[src/rtl/bitmap_page_frame_allocator_defines.svh]
// Assertion macros shared by the page frame allocator RTL.
// Depends on nothing; included by modules that carry concurrent checks.
`ifndef BITMAP_PAGE_FRAME_ALLOCATOR_DEFINES_SVH
`define BITMAP_PAGE_FRAME_ALLOCATOR_DEFINES_SVH

// Same-cycle implication, sampled on the rising clock edge, off during reset
`define BPFA_ASSERT_IMP(name, clk, rst, ante, cons) \
   name: assert property (@(posedge clk) disable iff (rst) (ante) |-> (cons)) \
      else $error("bpfa: same-cycle check failed");

// Next-cycle implication, sampled on the rising clock edge, off during reset
`define BPFA_ASSERT_NXT(name, clk, rst, ante, cons) \
   name: assert property (@(posedge clk) disable iff (rst) (ante) |=> (cons)) \
      else $error("bpfa: next-cycle check failed");

`endif

[src/rtl/bpfa_map_ram.sv]
// Free-page bitmap store: one write port, one read port with registered data.
// Depends on nothing.
`timescale 1ns / 1ps
`default_nettype none

module bpfa_map_ram #(
   parameter int DEPTH = 64,
   parameter int AW    = 6
) (
   input  wire logic          clock,
   input  wire logic          wr_en,
   input  wire logic [AW-1:0] wr_addr,
   input  wire logic [63:0]   wr_data,
   input  wire logic          rd_en,
   input  wire logic [AW-1:0] rd_addr,
   output logic      [63:0]   rd_data
);

   logic [63:0] mem [DEPTH];

   // write one word
   always_ff @(posedge clock) begin
      if (wr_en) begin
         mem[wr_addr] <= wr_data;
      end
   end

   // read one word, data valid the next cycle; hold it otherwise
   always_ff @(posedge clock) begin
      if (rd_en) begin
         rd_data <= mem[rd_addr];
      end
   end

endmodule

`default_nettype wire

[config.mk]
export PLATFORM = sky130hd
export DESIGN_NAME = bpfa_map_ram
export DESIGN_NICKNAME = d
export VERILOG_FILES = /design/src/rtl/bitmap_page_frame_allocator_defines.svh /design/src/rtl/bpfa_map_ram.sv
export SDC_FILE = /design/constraint.sdc
export NUM_CORES = 2
export LEC_CHECK = 0
export BUFFER_PORTS_ARGS = -buffer_cell sky130_fd_sc_hd__buf_2
export CORE_ASPECT_RATIO = 1.75
export CORE_UTILIZATION = 38
export CTS_BUF_LIST = sky130_fd_sc_hd__clkbuf_4 sky130_fd_sc_hd__clkbuf_8 sky130_fd_sc_hd__clkbuf_16
export DETAILED_ROUTE_END_ITERATION = 10
export SETUP_SLACK_MARGIN = 0.05
export SLEW_MARGIN = 30
export SYNTH_ARGS = -nofsm -noshare
export SYNTH_HDL_FRONTEND = slang
export SYNTH_SLANG_ARGS = --single-unit
[constraint.sdc]
create_clock -name clock -period 13.4 [get_ports clock]
set_input_delay 2.68 -clock clock [delete_from_list [all_inputs] [get_ports clock]]
set_output_delay 2.68 -clock clock [all_outputs]
set_load 0.05 [all_outputs]
==> metrics.yaml <==
logic_synthesis:
  syn-num-nets: 6677
  syn_area_um2: 157000
  synth_seq_cells: 4160
  avgSynthCellArea_um2: 23.79
  synth_cells: 6598
  yosysUniqueCellTypes: 32
  yosysSeqAreaShare_pct: 79.57
  yosysWarningCount: 0
cts:
  root_buffer: "clkbuf_16"
  postCtsSetupBuffers: 0
  h-tree-depth: 5
  clockBufferDepth: 4
  cts_resized: 0
  cts_hold_buf: 0
  cts_buffers: 350
  cts_sinks: 4160
  clk_latency_ns: 0.92
  clk_pin_slew_ns: 0.07
  cts_tree: "yes"
final_layout:
  drive_gt1_share_pct: 28.48
  layout.nets: 7022
  post-route-util_pct: 43.22
  final_area_um2: 177400
  final.fill_count: 34420
  seqCellArea_um2: 124900
  multi_input_area_um2: 30790
  mostFrequentLayoutCells: "edfxtp_1, mux4_2, clkbuf_16"
  layout.cells.most_common: "edfxtp_1"
  layout-area-overhead-vs-synth_pct: 13.01
global_route:
  grt_pass1_wl_um: 628600
  grt_antenna_before_repair: 27
  grtUsageTotal_pct: 21.86
  grt_overflow: 0
  grt_max_degree: 119
  grt_pass1_vias: 77110
detailed_routing:
  via_count: 75120
  detailedRoute.firstIterationViolations: 8808
  wirelength_um: 457100
  routed_via_density: 5.908
  drc_errors: 0
  wl_per_cell_um: 35.95
  drtAntennaViolNets: 0
  dr.pass1.iters: 5
die:
  die_y_um: 852.3
  fp.coreArea_um2: 410500
  row_count: 311
  fp.dieW_um: 487.9
  io_pins: 143
  fp.dieArea_um2: 415800
  initial_core_util_pct: 38.24
power_and_ir_drop:
  power_density_nw_per_um2: 147.7
  p_leak_nw: 54.33
  peakVddDrop_mv: 0.09100
place:
  port_buffers: 142
  pre_cts_slack_ns: 6.562
  placed_cell_area_um2: 165700
  place.gp.congestion: 0.7888
  dp_hpwl_um: 244300
outcome:
  status: "complete, no violations"
sta:
  rsz0062_at_grt: "no"
  postLayoutSetupSlackWorst_ns: 7.534
  setup_tns_ns: 0
  slew_headroom_pct: 26.26
  period_share_pct: 43.78
  fmax_ghz: 0.1705
  finalSetupViolCount: 0
  worst_pin_slew_ns: 1.106
  drv_slew: 0
  hold_viol_final: 0
  finalClockSkew_ns: 0.04518
  min_period_ns: 5.866
critical_path:
  path_class: "primary input to register"
  required_ns: 14.03
  cp-end-kind: "register"
  worstSetupStartpointType: "primary input"
  path_max_fanout: 67
  arrival_ns: 6.50
  ff2ff_path_depth: 5
worst_hold_path:
  hold_class: "register to register"
  whs_path_depth: 4
job:
  maxCapViolations: 0
[through the flow]
step | power (W) | std cells | hold WS, ns
3_5_place_dp | 0.01606 | 12070 | 0.9023
4_1_cts | 0.02636 | 12690 | 0.9168
6_report | 0.02621 | 12720 | 0.9146
3_3_place_gp | 0.01603 | 12050 | 0.8986
5_1_grt | 0.02684 | 12700 | 0.9668
2_1_floorplan | 0.01548 | 6598 | 0.8648
[metal layers]
layer / vias to the layer above / wire, um / global-route usage, %
met5: - / 38 / 0
met3: 761 / 29550 / 2.626
met2: 3371 / 247500 / 40.13
li1: 29170 / - / -
met1: 41810 / 162200 / 26.07
met4: 6 / 17720 / 8.048
[critical path, cell delays in order]
cell	delay (ns)
buf_8	0.43
buf_4	0.61
buf_4	0.73
buf_4	0.71
mux4_2	0.43
mux2i_1	0.17
o22ai_1	0.12
a31oi_1	0.35
a211oi_1	0.07
[report_power, final]
| group | internal (W) | switching [W] | leakage (nW) |
|---|---|---|---|
| combinational | 0.000444 | 0.000832 | 11.2 |
| sequential | 0.0144 | 0.0000539 | 37.5 |
| clock | 0.00577 | 0.00468 | 5.67 |
| total | 0.0206 | 0.00557 | 54.3 |
[cell usage after synthesis]
master,count,area [um^2]
nand3_1,45,225.2
nor3_1,2,10.01
inv_1,19,71.32
nand2b_1,11,68.82
buf_2,170,850.8
nor2_1,112,420.4
and2_1,3,18.77
clkbuf_1,140,525.5
nor2b_1,28,175.2
a31o_1,1,8.760
a2bb2oi_1,19,166.4
or2_2,28,175.2
nand4_1,2,12.51
and3_1,64,400.4
buf_1,20,75.07
or3b_2,1,8.760
a41oi_1,26,227.7
a22oi_1,168,1261
o221ai_1,38,332.8
a22o_1,88,770.7
or3_1,29,181.4
nand4b_1,1,8.760
mux4_2,1024,23060
edfxtp_1,4160,124900
a31oi_1,18,112.6
o22ai_1,83,519.3
a211oi_1,63,473.0
buf_6,6,67.56
mux2i_1,135,1351
nand2_1,58,217.7
buf_4,34,255.2
nand3b_1,2,15.01
[area by class of cell]
class                           count  share of cell area, %
Clock buffer                      418                  5.313
Antenna cell                       25                0.03526
Clock inverter                    204                  1.159
Multi-Input combinational cell   2049                  17.35
Tap cell                         5477                  3.863
Timing Repair Buffer              363                  1.824
Sequential cell                  4160                  70.41
Inverter                           19                0.04020
[worst paths after layout]
check / startpoint / slack [ns] / endpoint
setup / recovery: rd_addr[2] / 7.53 / rd_data[7]
hold / removal: mem[44][2] / 0.91 / rd_data[2]
setup reg to reg: mem[11][28] / 11.15 / rd_data[28]
hold reg to reg: mem[44][2] / 0.91 / rd_data[2]
[kinds of logic after synthesis]
logic type	after synthesis	share of synthesized area, %
compound gates	504	2.467
buf+inv	389	1.176
flops	4160	79.57
mux	1159	15.55
simple gates	386	1.235
[state kept, by name, summed over array words and instances (netlist names)]
name	count
mem	4096
rd_data	64
(Power assumes the default switching activity.)
