**config.mk**
```make
export PLATFORM = sky130hd
export DESIGN_NAME = bpfa_bit_unit
export DESIGN_NICKNAME = d
export VERILOG_FILES = /design/src/rtl/bitmap_page_frame_allocator_defines.svh /design/src/rtl/bpfa_pkg.sv /design/src/rtl/bpfa_bit_unit.sv
export SDC_FILE = /design/constraint.sdc
export NUM_CORES = 1
export LEC_CHECK = 0
export ABC_CLOCK_PERIOD_IN_PS = 4050
export CORE_MARGIN = 3
export CORE_UTILIZATION = 55
export DETAILED_ROUTE_END_ITERATION = 12
export DONT_BUFFER_PORTS = 1
export PLACE_DENSITY_LB_ADDON = 0.15
export RECOVER_POWER = 50
export SETUP_SLACK_MARGIN = 0.02
export SLEW_MARGIN = 40
export SYNTH_ARGS = -nofsm -noshare
export SYNTH_HDL_FRONTEND = slang
export SYNTH_SLANG_ARGS = --single-unit
```
**constraint.sdc**
```tcl
create_clock -name vclk -period 4.05
set_clock_uncertainty 0.2 [all_clocks]
set_input_delay 0.2025 -clock vclk [all_inputs]
set_output_delay 0.2025 -clock vclk [all_outputs]
set_load 0.02 [all_outputs]
```
**src/rtl/bitmap_page_frame_allocator_defines.svh**
```systemverilog
// Assertion macros shared by the page frame allocator RTL.
// Depends on nothing; included by modules that carry concurrent checks.
`ifndef BITMAP_PAGE_FRAME_ALLOCATOR_DEFINES_SVH
`define BITMAP_PAGE_FRAME_ALLOCATOR_DEFINES_SVH

// Same-cycle implication, sampled on the rising clock edge, off during reset
`define BPFA_ASSERT_IMP(name, clk, rst, ante, cons) \
   name: assert property (@(posedge clk) disable iff (rst) (ante) |-> (cons)) \
      else $error("bpfa: same-cycle check failed");

// Next-cycle implication, sampled on the rising clock edge, off during reset
`define BPFA_ASSERT_NXT(name, clk, rst, ante, cons) \
   name: assert property (@(posedge clk) disable iff (rst) (ante) |=> (cons)) \
      else $error("bpfa: next-cycle check failed");

`endif

```
**src/rtl/bpfa_pkg.sv**
```systemverilog
// Shared types and constants of the page frame allocator.
// Depends on nothing; used by bpfa_bit_unit and the top level.
`timescale 1ns / 1ps
`default_nettype none

package bpfa_pkg;

   localparam int WORD_BITS = 64;
   localparam int BIT_W     = 6;
   localparam int FUNC_W    = 2;
   localparam int ADDR_W    = 48;
   localparam int PA_W      = 24;
   localparam int STAT_W    = 2;

   // request kinds
   localparam logic [FUNC_W-1:0] FUNC_ALLOC  = 2'd0;
   localparam logic [FUNC_W-1:0] FUNC_FREE   = 2'd1;
   localparam logic [FUNC_W-1:0] FUNC_REGION = 2'd2;
   localparam logic [FUNC_W-1:0] FUNC_CLEAR  = 2'd3;

   // result status codes
   localparam logic [STAT_W-1:0] ST_OK    = 2'd0;
   localparam logic [STAT_W-1:0] ST_NONE  = 2'd1;
   localparam logic [STAT_W-1:0] ST_RANGE = 2'd2;

   // operands of the shared bit unit
   typedef struct packed {
      logic [WORD_BITS-1:0] word;
      logic [BIT_W-1:0]     lo;
      logic [BIT_W-1:0]     hi;
   } unit_in_type;

   // results of the shared bit unit
   typedef struct packed {
      logic [WORD_BITS-1:0] span_word;
      logic [WORD_BITS-1:0] take_word;
      logic [BIT_W-1:0]     low_bit;
      logic                 any;
   } unit_out_type;

endpackage

`default_nettype wire

```
**src/rtl/bpfa_bit_unit.sv**
```systemverilog
// Shared bit unit: sets a bit span in a map word, or takes its lowest set bit.
// Depends on bpfa_pkg.
`timescale 1ns / 1ps
`default_nettype none

module bpfa_bit_unit (
   input  wire bpfa_pkg::unit_in_type  unit_in,
   output bpfa_pkg::unit_out_type      unit_out
);

   logic [63:0] lo_mask;
   logic [63:0] hi_mask;
   logic [63:0] low_one;
   logic [5:0]  low_idx;

   // span mask from bit lo up to bit hi
   assign lo_mask = {64{1'b1}} << unit_in.lo;
   assign hi_mask = {64{1'b1}} >> (6'd63 - unit_in.hi);

   // isolate the lowest set bit with one wide add
   assign low_one = unit_in.word & (~unit_in.word + 64'd1);

   // encode the one-hot lowest bit into its index
   always_comb begin
      low_idx = '0;
      for (int i = 0; i < 64; i++) begin
         if (low_one[i]) begin
            low_idx = low_idx | 6'(i);
         end
      end
   end

   assign unit_out.span_word = unit_in.word | (lo_mask & hi_mask);
   assign unit_out.take_word = unit_in.word & ~low_one;
   assign unit_out.low_bit   = low_idx;
   assign unit_out.any       = |unit_in.word;

endmodule

`default_nettype wire

```
==> results.py <==
metrics = {
    "floorplan": {
        "num_rows": 27,
        "io_pins": 211,
        "die_w_um": 84.5,
        "die_area_um2": 7140,
        "die_y_um": 84.5,
        "initial_core_util_pct": 59.0,
        "core_area_um2": 5740,
    },
    "critical_path": {
        "cp-end-kind": "output port",
        "cp-startpoint": "unit_in[15]",
        "crit_arrival_ns": 3.12,
        "crit_path_start_kind": "input port",
        "slowest_delay_ns": 0.66,
        "cp_cell_sequence": "or4_1 > or3_1 > or4_4 > nor2_1 > a22oi_1 > and4_1 > nand4_1",
        "required_ns": 3.65,
        "cp_slowest_cell": "or4_1",
        "cp_num_buf_inv": 0,
        "critPathTopFamily": "simple AND/OR/NAND/NOR gates",
        "crit_type": "in -> out",
        "critPathMaxFanout": 7,
    },
    "timing": {
        "report.final.slew_viol_count": 0,
        "finalSetupTns_ns": 0,
        "rsz0062_at_grt": "false",
        "setup_viol": 0,
        "holdWs_ns": 0.330,
        "layout_min_cycle_time_ns": 3.52,
        "max_clock_freq_mhz": 284,
        "hold_viol": 0,
        "slew_headroom_pct": 24.4,
        "period_share_pct": 86.9,
        "tightest_slew_ns": 1.12,
    },
    "run": {
        "maxCapViolCount": 0,
    },
    "grt": {
        "antenna_found_initial": 0,
        "grt_pass1_vias": 4621,
        "grtUsageTotal_pct": 45.7,
        "grt_pass1_wl_mm": 26.5,
        "grt_max_degree": 39,
        "grt_remaining_overflow": 0,
    },
    "finish": {
        "fillers": 620,
        "seq_cell_count": 0,
        "syn_to_final_growth_pct": -1.03,
        "nets": 634,
        "insertedDiodeCount": 0,
        "multi_input_area_um2": 3150,
        "drive_above_1_share_pct": 5.04,
        "nClkBuffers": 0,
        "regArea_um2": 0,
    },
    "place": {
        "dpl.hpwl_mm": 14.3,
        "portBuffers": 0,
        "gp_congestion": 1.17,
    },
    "yosys": {
        "synth_commonest_cells": "nor2_1, nand2_1, o21ai_0, clkbuf_1, nor3_1",
        "yosys-top-cells-area": "nor2_1, nand2_1, o21ai_0",
        "synth_warnings": 0,
        "syn-num-nets": 666,
        "synth.most_common_cell": "nor2_1",
        "netlist.area_leader.share_pct": 7.75,
        "syn_area_um2": 3390,
        "avgSynthCellArea_um2": 5.74,
        "yosys.area.top_type": "nor2_1",
        "syn_inst": 590,
        "synth.distinct_cells": 60,
        "ys_seq_area_share_pct": 0,
    },
    "route": {
        "route.detailed.drc": 0,
        "dr.pass1.iters": 6,
        "wire_per_inst_um": 28.5,
        "wirelength_mm": 17.9,
        "vias": 5221,
        "vias_per_cell": 8.31,
        "ant_nets": 0,
        "drtIter0Drc": 930,
    },
    "worst_hold_path": {
        "worst_hold_startpoint": "unit_in[11]",
        "worstHoldPathType": "in -> out",
    },
    "clocking": {
        "ctsResizeCount": 0,
        "cts-hold-fix-buffers": 0,
        "postCtsSetupRepairBufs": 0,
    },
    "status": {
        "status": "complete, no violations",
    },
    "pwr": {
        "vdd_drop_max_mv": 0.0652,
        "leakagePower_nw": 1.11,
        "powerDensity_nw_per_um2": 97.9,
    },
}
## per-layer routing
metal  vias to the layer above  routed length [µm]  global-route usage, %
met5                         -                   0                      0
met4                         0                 848                   14.4
met3                        93                2910                   12.6
met2                       648                7740                   72.9
met1                      2314                6430                   59.5
li1                       2166                   -                      -
## kinds of logic after synthesis
family                 Yosys count  synth area share [%]
AOI/OAI and AO/OA              195                  40.3
buffers and inverters           60                  7.42
and+or+nand+nor                334                  52.2
other                            1                 0.111
## layout make-up
class                      instances  share of cell area, %
tap                               72                   2.69
multi-input combinational        530                   93.8
timing repair buffer               5                   1.12
inverter                          21                   2.35
## power by group
group          total, W  switching [W]  internal, W
Combinational  0.000328       0.000241    0.0000870
Sequential            0              0            0
Clock                 0              0            0
Total          0.000328       0.000241    0.0000870
## layout by cell type, fill, tap and decap left out, types with 6 or more instances in the layout
cell type and n:
a31oi_1 9, a31o_1 6, nand2_1 60, nor4_1 23
nor2_1 70, or3_1 12, o21ai_0 38, a21oi_1 33
or2_2 11, a21o_1 10, nand3_1 21, a21boi_0 11
and2_1 16, nor2b_1 16, nor3_1 34, nand2b_1 23
o21a_1 9, nand4_1 14, and3_1 7, o211ai_1 7
inv_1 21, o21bai_1 12, o31a_1 6
## path summary, 6_finish.rpt
path	end	slack, ns	depth (start not counted)
worst max-delay path	unit_out[4]	0.53	7
worst min-delay path	unit_out[79]	0.33	1
## metrics by stage
stage	setup slack (ns)	std cells	total power, W	area [µm²]	util (%)
finish	0.531	628	0.000328	3350	58.4
CTS	0.734	628	0.000321	3370	58.6
detailed placement	0.739	628	0.000320	3370	58.6
global placement	0.771	628	0.000319	3340	58.2
floorplan	0.819	590	0.000296	3390	-
global route	0.458	628	0.000343	3350	58.4
No activity file was read; power rests on OpenSTA's default activity.
